<file path="config.mk">
export PLATFORM = sky130hd
export DESIGN_NAME = awb_blend
export DESIGN_NICKNAME = d
export VERILOG_FILES = /design/src/rtl/awb_pkg.sv /design/src/rtl/awb_blend.sv
export SDC_FILE = /design/constraint.sdc
export NUM_CORES = 2
export LEC_CHECK = 0
export BUFFER_PORTS_ARGS = -buffer_cell sky130_fd_sc_hd__buf_2
export CORE_UTILIZATION = 35
export CTS_CLUSTER_SIZE = 14
export DETAILED_ROUTE_END_ITERATION = 10
export GPL_TIMING_DRIVEN = 0
export SLEW_MARGIN = 20
export SYNTH_ARGS = -nofsm -noshare
export SYNTH_HDL_FRONTEND = slang
export SYNTH_SLANG_ARGS = --single-unit
export TNS_END_PERCENT = 20
</file>
<file path="constraint.sdc">
create_clock -name clk -period 14.4 [get_ports clk]
set_clock_uncertainty 0.05 [all_clocks]
set_input_delay 2.88 -clock clk [delete_from_list [all_inputs] [get_ports clk]]
set_output_delay 2.88 -clock clk [all_outputs]
set_load 0.02 [all_outputs]
</file>
<file path="src/rtl/awb_pkg.sv">
// Package: shared constants, types and helpers of the affine warp block.
`default_nettype none
package awb_pkg;
  localparam int MAX_WIDTH_DEF  = 256;
  localparam int MAX_HEIGHT_DEF = 256;
  localparam int CHANNELS_DEF   = 3;
  localparam int NCH            = 4;
  localparam int CFG_IDX_W      = 3;
  localparam int CFG_DATA_W     = 32;
  localparam int COORD_W        = 12;
  localparam int DIM_W          = 9;
  localparam int WEIGHT_W       = 12;
  localparam int BLEND_SHIFT    = 22;

  typedef enum logic [CFG_IDX_W-1:0] {
    REG_COEF_XX    = 3'd0,
    REG_COEF_XY    = 3'd1,
    REG_COEF_XO    = 3'd2,
    REG_COEF_YX    = 3'd3,
    REG_COEF_YY    = 3'd4,
    REG_COEF_YO    = 3'd5,
    REG_SRC_WIDTH  = 3'd6,
    REG_SRC_HEIGHT = 3'd7
  } cfg_reg_t;

  typedef enum logic {
    MODE_LOAD    = 1'b0,
    MODE_REQUEST = 1'b1
  } mode_t;

  // Lower-neighbour weight: round((65536 - f) / 32), in 0..2048.
  function automatic logic [WEIGHT_W-1:0] near_weight(input logic [15:0] frac);
    logic [17:0] t;
    t = 18'd65536 - {2'b00, frac} + 18'd16;
    return t[16:5];
  endfunction
endpackage
`default_nettype wire

</file>
<file path="src/rtl/awb_blend.sv">
// Blend stages: horizontal then vertical weighting of one channel.
`default_nettype none
module awb_blend import awb_pkg::*; (
  input  wire logic                clk,
  input  wire logic                adv,
  input  wire logic [7:0]          lt,
  input  wire logic [7:0]          rt,
  input  wire logic [7:0]          lb,
  input  wire logic [7:0]          rb,
  input  wire logic [WEIGHT_W-1:0] wx0,
  input  wire logic [WEIGHT_W-1:0] wy0,
  output logic [7:0]               pix
);
  logic [WEIGHT_W-1:0] wx1, wy1, wy0_r, wy1_r;
  logic [18:0] top_r, bot_r;
  assign wx1 = WEIGHT_W'(12'd2048) - wx0;
  assign wy1 = WEIGHT_W'(12'd2048) - wy0;

  logic [30:0] acc;
  assign acc = 31'(top_r * wy0_r) + 31'(bot_r * wy1_r);

  always_ff @(posedge clk) begin
    if (adv) begin
      top_r <= 19'(lt * wx0) + 19'(rt * wx1);
      bot_r <= 19'(lb * wx0) + 19'(rb * wx1);
      wy0_r <= wy0;
      wy1_r <= wy1;
      pix   <= acc[BLEND_SHIFT +: 8];
    end
  end
endmodule
`default_nettype wire

</file>
==> results.yml <==
timing:
  worst_pin_slew_ns: 0.9170
  period_minus_slack_ns: 11.08
  fin_crit_sh_pct: 76.92
  slew_violations: 0
  fin_tns_setup_ns: 0
  fmax_ghz: 0.09028
  relSlewSlack_pct: 38.66
  setup_viol: 0
  finalHoldViolations: 0
  rsz0062_at_grt: "false"
route:
  wl_per_cell_um: 17.41
  drt_iter0_drc: 1149
  via_count: 19770
  avgViaCountPerCell: 4.702
  postRouteAntennaNets: 0
  drt_pass1_iterations: 5
  drt_wl_total_mm: 73.20
  post-route-drc-count: 0
die:
  die_w_um: 287.4
  die_y_um: 287.4
  ios: 66
  rows: 104
  die_area_sq_um: 82600
  core_area_sq_um: 80550
  initial_core_util_pct: 35.39
grt:
  grt_pass1_wl_mm: 122.3
  grt_overflow: 0
  antenna_found_initial: 5
  first_global_vias: 22160
  grt_usage_pct: 19.24
  grt_max_degree: 47
cells_and_area:
  multi_input_area_sq_um: 22850
  syn2layout_area_growth_pct: 6.680
  drive_gt1_share_pct: 2.512
  final_nets: 4123
  nFillCells: 8229
  ff_latch_area_sq_um: 2072
  diodes: 0
synth:
  synth_top_area_cell: "fa_1"
  synth.distinct_cells: 51
  synth_nets: 4053
  synth_top_family_by_area: "adder cells"
  syn_avg_cell_area_sq_um: 9.283
  synth_compound_area_share_pct: 2.265
  ys_warn_count: 0
  synthMuxAreaShare_pct: 0
  yosys-top-cells-area: "fa_1, inv_1, ha_1"
  synth_most_common_cell: "inv_1"
  async_flop_share_pct: 0
  synth-adder-area-share_pct: 58.70
  yosysTopAreaCellShare_pct: 48.38
  synth_edf_count: 69
  synth_xor_area_share_pct: 2.550
  synth_area_sq_um: 28510
  synth_commonest_cells: "inv_1, fa_1, nand2_1"
  synth_seq_area_share_pct: 7.268
  syn-instance-count: 3071
  synth_ff_type: "edfxtp_1"
  synth-simple-area-share_pct: 16.66
  ys_ff_latch: 69
clock_network:
  clk_latency_ns: 0.39
  path_clk_slew_ns: 0.06
  clock-sinks: 69
  postCtsSetupRepairBufs: 0
  cts_max_path_buffers: 2
  post_cts_resized: 0
  cts_root_buf: "clkbuf_16"
  cts_made_buffers: 9
  hold_buffers: 0
  cts_tree: "done"
  htree_levels: 3
setup_path:
  critPathCaptureType: "flip-flop"
  arrival_ns: 11.20
  worstPathMaxFanout: 10
  cp.required_ns: 14.52
  cp-start-kind: "input port"
  path_class: "input port to flip-flop"
placement:
  portBuffers: 58
  hpwl_mm: 63.80
  gp_congestion: 0.9209
status:
  status: "finished, final reports clean"
hold_path:
  hp-class: "flip-flop to flip-flop"
job:
  maxCapViolations: 0
-- cell families after synthesis --
| group | count (synthesis) |
|---|---|
| AOI/OAI and AO/OA | 92 |
| xor gates and xnor gates | 83 |
| adders and majority gates | 924 |
| buffers and inverters | 954 |
| DFF | 69 |
| and+or+nand+nor | 949 |
-- cell type report --
type	count	share of cell area, %
inverter	812	10.02
clock buffer	11	0.7652
clock inverter	4	0.08228
multi-input combinational	2048	75.15
tap	1060	4.361
buffer	142	1.757
timing repair buffer	59	1.053
sequential	69	6.813
-- routing by layer --
layer / vias up / part of all wire [%] / track usage, %
met3: 94 / 5.7 / 2.619
met2: 476 / 48 / 32.57
li1: 8969 / - / -
met1: 10230 / 44 / 25.83
met5: - / 0.034 / 0
met4: 4 / 2.3 / 4.894
-- critical path, stage by stage --
cell      delay [ns]
clkbuf_1        0.48
clkbuf_1        0.66
inv_1           0.10
ha_1            0.27
nand2_1         0.16
xor2_1          0.74
clkbuf_1        0.61
nand2_1         0.15
fa_1            0.49
fa_1            0.52
inv_1           0.06
fa_1            0.53
inv_1           0.06
fa_1            0.47
inv_1           0.05
fa_1            0.47
inv_1           0.05
fa_1            0.47
inv_1           0.04
ha_1            0.32
or2_2           0.14
a21o_1          0.12
nand3_1         0.11
and4_1          0.24
o311ai_0        0.54
a21oi_1         0.16
xnor2_1         0.30
-- metrics by stage --
step	std cells	util, %	worst slack [ns]	hold slack, ns	area (sq um)
2_1_floorplan	3071	-	5.125	1.021	28510
3_3_place_gp	4189	37.40	2.954	1.250	30130
3_5_place_dp	4190	37.44	2.915	1.269	30160
4_1_cts	4205	37.76	3.309	1.279	30410
5_1_grt	4205	37.76	2.938	1.378	30410
6_report	4205	37.76	3.324	1.248	30410
-- state kept, by name, indices dropped and copies added (netlist names) --
| signal | cells |
|---|---|
| wy1_r | 11 |
| top_r | 19 |
| wy0_r | 12 |
| bot_r | 19 |
| pix | 8 |
-- final timing paths --
| path | from | end | slack (ns) | depth (start not counted) |
|---|---|---|---|---|
| hold / removal | top_r[18] | pix[7] | 1.25 | 6 |
| hold reg to reg | top_r[18] | pix[7] | 1.25 | 6 |
| setup reg to reg | wy0_r[3] | pix[6] | 6.52 | 23 |
| setup / recovery | wx0[1] | bot_r[18] | 3.32 | 27 |
-- cell usage in the layout, fill, tap and decap left out, types with 24 or more instances in the layout --
master,count
xnor2_1,65
inv_1,812
nor3_1,24
clkbuf_1,133
and2_1,411
ha_1,235
nand2_1,445
edfxtp_1,69
nor2_1,25
fa_1,689
buf_2,58
Power is left out: the tool's default activity adds up to more than one toggle a clock period on the data nets, which glitch-free logic cannot reach.
