`src/rtl/awb_pkg.sv`:
```
// Package: shared constants, types and helpers of the affine warp block.
`default_nettype none
package awb_pkg;
  localparam int MAX_WIDTH_DEF  = 256;
  localparam int MAX_HEIGHT_DEF = 256;
  localparam int CHANNELS_DEF   = 3;
  localparam int NCH            = 4;
  localparam int CFG_IDX_W      = 3;
  localparam int CFG_DATA_W     = 32;
  localparam int COORD_W        = 12;
  localparam int DIM_W          = 9;
  localparam int WEIGHT_W       = 12;
  localparam int BLEND_SHIFT    = 22;

  typedef enum logic [CFG_IDX_W-1:0] {
    REG_COEF_XX    = 3'd0,
    REG_COEF_XY    = 3'd1,
    REG_COEF_XO    = 3'd2,
    REG_COEF_YX    = 3'd3,
    REG_COEF_YY    = 3'd4,
    REG_COEF_YO    = 3'd5,
    REG_SRC_WIDTH  = 3'd6,
    REG_SRC_HEIGHT = 3'd7
  } cfg_reg_t;

  typedef enum logic {
    MODE_LOAD    = 1'b0,
    MODE_REQUEST = 1'b1
  } mode_t;

  // Lower-neighbour weight: round((65536 - f) / 32), in 0..2048.
  function automatic logic [WEIGHT_W-1:0] near_weight(input logic [15:0] frac);
    logic [17:0] t;
    t = 18'd65536 - {2'b00, frac} + 18'd16;
    return t[16:5];
  endfunction
endpackage
`default_nettype wire

```
`src/rtl/awb_map.sv`:
```
// Address map stages: affine transform, floor split, bounds check, weights.
`default_nettype none
module awb_map import awb_pkg::*; #(
  parameter int MAX_WIDTH  = MAX_WIDTH_DEF,
  parameter int MAX_HEIGHT = MAX_HEIGHT_DEF,
  parameter int XW = $clog2(MAX_WIDTH),
  parameter int YW = $clog2(MAX_HEIGHT)
) (
  input  wire logic                clk,
  input  wire logic                rst_n,
  input  wire logic                adv,
  input  wire logic                in_vld,
  input  wire logic [COORD_W-1:0]  dx,
  input  wire logic [COORD_W-1:0]  dy,
  input  wire logic signed [31:0]  coef_xx,
  input  wire logic signed [31:0]  coef_xy,
  input  wire logic signed [31:0]  coef_xo,
  input  wire logic signed [31:0]  coef_yx,
  input  wire logic signed [31:0]  coef_yy,
  input  wire logic signed [31:0]  coef_yo,
  input  wire logic [DIM_W-1:0]    src_width,
  input  wire logic [DIM_W-1:0]    src_height,
  output logic                     out_vld,
  output logic                     src_hit,
  output logic [XW-1:0]            sx,
  output logic [YW-1:0]            sy,
  output logic [WEIGHT_W-1:0]      wx0,
  output logic [WEIGHT_W-1:0]      wy0
);
  localparam int PW = 46;

  // stage A: four products
  logic              a_vld_r;
  logic signed [PW-1:0] pxx_r, pxy_r, pyx_r, pyy_r;
  logic signed [31:0] cxo_r, cyo_r;
  // stage B: sums
  logic              b_vld_r;
  logic signed [PW-1:0] px_r, py_r;

  always_ff @(posedge clk) begin
    if (!rst_n) begin
      a_vld_r <= 1'b0;
      b_vld_r <= 1'b0;
      out_vld <= 1'b0;
    end else if (adv) begin
      a_vld_r <= in_vld;
      b_vld_r <= a_vld_r;
      out_vld <= b_vld_r;
    end
  end

  logic signed [PW-1:0] px_nxt, py_nxt;
  assign px_nxt = pxx_r + pxy_r + PW'(cxo_r);
  assign py_nxt = pyx_r + pyy_r + PW'(cyo_r);

  // dimension clamp and bounds
  logic [DIM_W:0] w_c, h_c;
  assign w_c = (int'(src_width)  > MAX_WIDTH)  ? (DIM_W+1)'(MAX_WIDTH)
                                               : {1'b0, src_width};
  assign h_c = (int'(src_height) > MAX_HEIGHT) ? (DIM_W+1)'(MAX_HEIGHT)
                                               : {1'b0, src_height};

  logic signed [PW-17:0] ix, iy;
  logic in_nxt;
  assign ix = px_r[PW-1:16];
  assign iy = py_r[PW-1:16];
  assign in_nxt = !ix[PW-17] && !iy[PW-17]
               && (ix < $signed({1'b0, (PW-17)'(w_c)}) - 1)
               && (iy < $signed({1'b0, (PW-17)'(h_c)}) - 1);

  always_ff @(posedge clk) begin
    if (adv) begin
      pxx_r <= PW'(coef_xx * $signed({1'b0, dx}));
      pxy_r <= PW'(coef_xy * $signed({1'b0, dy}));
      pyx_r <= PW'(coef_yx * $signed({1'b0, dx}));
      pyy_r <= PW'(coef_yy * $signed({1'b0, dy}));
      cxo_r <= coef_xo;
      cyo_r <= coef_yo;
      px_r  <= px_nxt;
      py_r  <= py_nxt;
      src_hit <= in_nxt;
      sx     <= ix[XW-1:0];
      sy     <= iy[YW-1:0];
      wx0    <= near_weight(px_r[15:0]);
      wy0    <= near_weight(py_r[15:0]);
    end
  end
endmodule
`default_nettype wire

```
`config.mk`:
```
export PLATFORM = sky130hd
export DESIGN_NAME = awb_map
export DESIGN_NICKNAME = d
export VERILOG_FILES = /design/src/rtl/awb_pkg.sv /design/src/rtl/awb_map.sv
export SDC_FILE = /design/constraint.sdc
export NUM_CORES = 2
export LEC_CHECK = 0
export ABC_CLOCK_PERIOD_IN_PS = 10400
export BUFFER_PORTS_ARGS = -buffer_cell sky130_fd_sc_hd__buf_2
export CORE_MARGIN = 5
export CORE_UTILIZATION = 45
export CTS_CLUSTER_SIZE = 40
export DETAILED_ROUTE_END_ITERATION = 10
export PLACE_DENSITY = 0.64
export SYNTH_ARGS = -nofsm -noshare
export SYNTH_HDL_FRONTEND = slang
export SYNTH_SLANG_ARGS = --single-unit
```
`constraint.sdc`:
```
create_clock -name clk -period 10.4 [get_ports clk]
set_input_delay 2.08 -clock clk [delete_from_list [all_inputs] [get_ports clk]]
set_output_delay 2.08 -clock clk [all_outputs]
set_load 0.005 [all_outputs]
```
==> metrics.md <==
| Metric | Value |
|---|---|
| #FFs+latches synth | 380 |
| Total GRT Usage | 22.4% |
| Final hold vios | 0 |
| Largest area contributor in the netlist | fa_1 |
| Vias in the first global route | 55892 |
| Initial DRC count | 3024 |
| CTS Buffer Depth | 3 |
| Hold depth | 0 |
| Data arrival time of the worst path | 8830 ps |
| Yosys warning total | 0 |
| CTS tree | built |
| FP Rows | 147 |
| Slowest stage delay, CP | 630 ps |
| CTS H-Tree Depth | 2 |
| R2R Path End | px_r[38] |
| Die area | 0.171 mm2 |
| Gr ovfl total | 0 |
| Vias per Instance | 5.18 |
| Rel. slew slack | 20.2% |
| CP dominant cell by count | fa_1 |
| Max Cap Viol | 0 |
| Hold Path End | sy[7] |
| Cell Area, Synth | 0.0731 mm2 |
| Post-synthesis cell type count | 82 |
| DP Area | 0.0764 mm2 |
| DRC Markers | 0 |
| Worst r2r src | cxo_r[2] |
| Num CTS Buffers | 42 |
| Antenna violations before repair | 20 |
| Die height | 413 um |
| Period utilization | 81.9% |
| Synth async-reset ratio | 0% |
| Hold_buf cts | 0 |
| Max Transition Viols Final | 0 |
| EDFF count, synth | 377 |
| Cells after synthesis | 7668 |
| Critical path cell sequence | buf_2 -> buf_4 -> nand2_1 -> fa_1 -> inv_1 -> fa_1 -> fa_1 -> fa_1 -> inv_1 -> fa_1 -> inv_1 -> ha_1 -> a21oi_1 -> o21ai_0 -> a311o_1 -> o21ai_0 -> a21oi_1 -> o21ai_0 -> nand2_1 -> o21ai_0 -> a221oi_1 -> xnor2_1 |
| Core ar. | 0.161 mm2 |
| Detailed Route WL | 187 mm |
| Synth cell count leaders | inv_1 (1828), fa_1 (1444), nand2_1 (953), and2_1 (702), ha_1 (544) |
| Hpwl dp | 154 mm |
| Reg clk slew, reported paths | 60 ps |
| Max Fclk | 117 MHz |
| Final instance area | 0.0778 mm2 |
| Peak fanout along the critical path | 33 |
| Die boundary width | 413 um |
| Layout cells sized above 1 | 5.26% |
| Final worst clock skew | 22.8 ps |
| Critical setup path kind | input pin to flop |
| IO Count | 280 |
| Layout net count | 9952 |
| Hold Path Class | flop to flop |
| Routability-driven placement congestion ratio | 0.921 |
| Setup slack, reg-to-reg | 5990 ps |
| Ranking of synthesized cells by area | fa_1 (40%), edfxtp_1 (15%), inv_1 (9.4%) |
| Crit path max-delay family | adder cells |
| Buf+Inv Stages, Crit Path | 5 |
| Wire length per cell | 18.9 um |
| Clock tree sinks | 380 |
| R2R cell count | 12 |
| Final setup viols | 0 |
| Top_reg_cell synth | edfxtp_1 |
| Skew-Pair Late Insertion Delay | 580 ps |
| Sequential share of the synthesized area | 15.6% |
| Mapped Nets | 9894 |
| Synth-to-Final Area Change | 6.44% |
| # fillers | 15068 |
| Final Critical Period | 8510 ps |
| Yosys top cell area share | 39.6% |
| Worst setup EP type | flop |
| WP data required | 10720 ps |
| First-pass GRT wire length | 303 mm |
| CTS root buffer | clkbuf_16 |
| Worst Setup Start Kind | input pin |
| Syn Area/Cell | 9.53 um2 |
| Top-count cell post-synth | inv_1 |
| Starting Density | 45.4% |
| 1st-pass router iterations | 6 |
| Post-detailed-route count of antenna-violating nets | 0 |
| Count of buffers from port buffering | 279 |
| RSZ-0062 raised after global routing | false |
| Setup Buffers After CTS | 0 |
| Largest net degree at the start of global routing | 107 |
| Slowest CP cell | buf_2 |
| Hold Path Origin | py_r[23] |
| Sum Neg Setup Slack | 0 ps |
| Worst-margin pin slew | 1200 ps |
| Vias | 51451 |
| Status | completed |
| Post_cts resized | 0 |
==> state kept, by name (all words and copies together), names as in the netlist <==
name / cells
pyx_r: 45
src_hit: 1
pxx_r: 45
pxy_r: 45
sx: 8
out_vld: 1
wy0: 12
sy: 8
b_vld_r: 1
wx0: 12
cyo_r: 32
pyy_r: 45
a_vld_r: 1
py_r: 46
cxo_r: 32
px_r: 46
==> metrics by stage <==
stage          cells  utilization (%)  setup slack, ps  hold slack (ps)
6_report        9927             48.3             1890              470
5_1_grt         9924             48.3             1460              484
4_1_cts         9915             48.3             2000              462
3_5_place_dp    9842             47.4             1370              449
3_3_place_gp    9842             47.4             1450              447
2_1_floorplan   7668                -             2570              426
==> worst register-to-register path, stage by stage (launching register included) <==
cell and delay, ps:
edfxtp_1 520, fa_1 510, ha_1 310, a211oi_1 260, o21ai_0 180, a211o_1 290, a32o_1 350, a2111oi_2 580
a2bb2oi_2 330, o21ai_1 220, a211o_1 330, a21oi_1 190, xnor2_1 110
==> worst max-delay path by stage <==
stage / startpoint / cells after the start / endpoint / slack (ps)
final: dy[8] / 22 / pyy_r[44] / 1890
after global routing: dx[1] / 23 / pyx_r[44] / 1460
after CTS: dy[8] / 22 / pyy_r[44] / 2000
after detailed placement: dy[8] / 22 / pyy_r[44] / 1370
after global placement: dy[8] / 22 / pyy_r[44] / 1450
after floorplan: dy[4] / 23 / pyy_r[43] / 2570
==> cells in the final DEF, fill, tap and decap left out, types with 7 or more instances in the layout <==
master and instances:
nor3_1 50, a21boi_0 11, buf_4 40, edfxtp_1 377, ha_1 544, o21bai_1 37, a311oi_1 9, xnor2_1 175
buf_2 278, o21ai_0 126, or2_2 8, a221oi_1 8, nor2_1 156, o21a_1 49, a31oi_1 35, or3_1 12
nand2b_1 37, inv_1 1828, a211oi_1 27, nor2b_1 50, nand2_1 953, a21o_1 137, and2_1 702, diode_2 12
o31ai_1 12, clkbuf_1 7, and4_1 12, and3_1 31, nor4_1 15, xor2_1 95, nand3_1 45, o211ai_1 16
fa_1 1444, a211o_1 7, nand4_1 30, a21oi_1 213, clkbuf_16 43, o21ai_1 8
==> final cells by class <==
| cell class | instances | area [um2] | share of cell area [%] |
|---|---|---|---|
| sequential | 380 | 11400 | 14.6 |
| tap | 2160 | 2700 | 3.47 |
| multi-input combinational | 5154 | 53700 | 69.0 |
| clock inverter | 23 | 295 | 0.380 |
| clock buffer | 50 | 1100 | 1.42 |
| inverter | 1828 | 6860 | 8.82 |
| antenna | 12 | 30.0 | 0.0386 |
| timing repair buffer | 320 | 1730 | 2.22 |
==> routing by layer <==
layer,up-vias,routed length [um],part of all wire (%),GRT usage [%]
li1,23378,-,-,-
met1,26297,76400,41,28.9
met2,1428,94600,50,39.6
met3,340,9990,5.3,2.64
met4,8,6410,3.4,6.76
met5,-,46,0.025,0
==> cell families after synthesis <==
family	after synthesis	share of synthesized area (%)
simple gates	2116	14.2
xor+xnor	270	3.24
buf+inv	2134	11.0
mux	4	0.0548
fa+ha+maj	1988	48.9
flops	380	15.6
compound gates	776	7.06
Power is left out: the tool's default activity adds up to more than one toggle a clock period on the data nets, which glitch-free logic cannot reach.
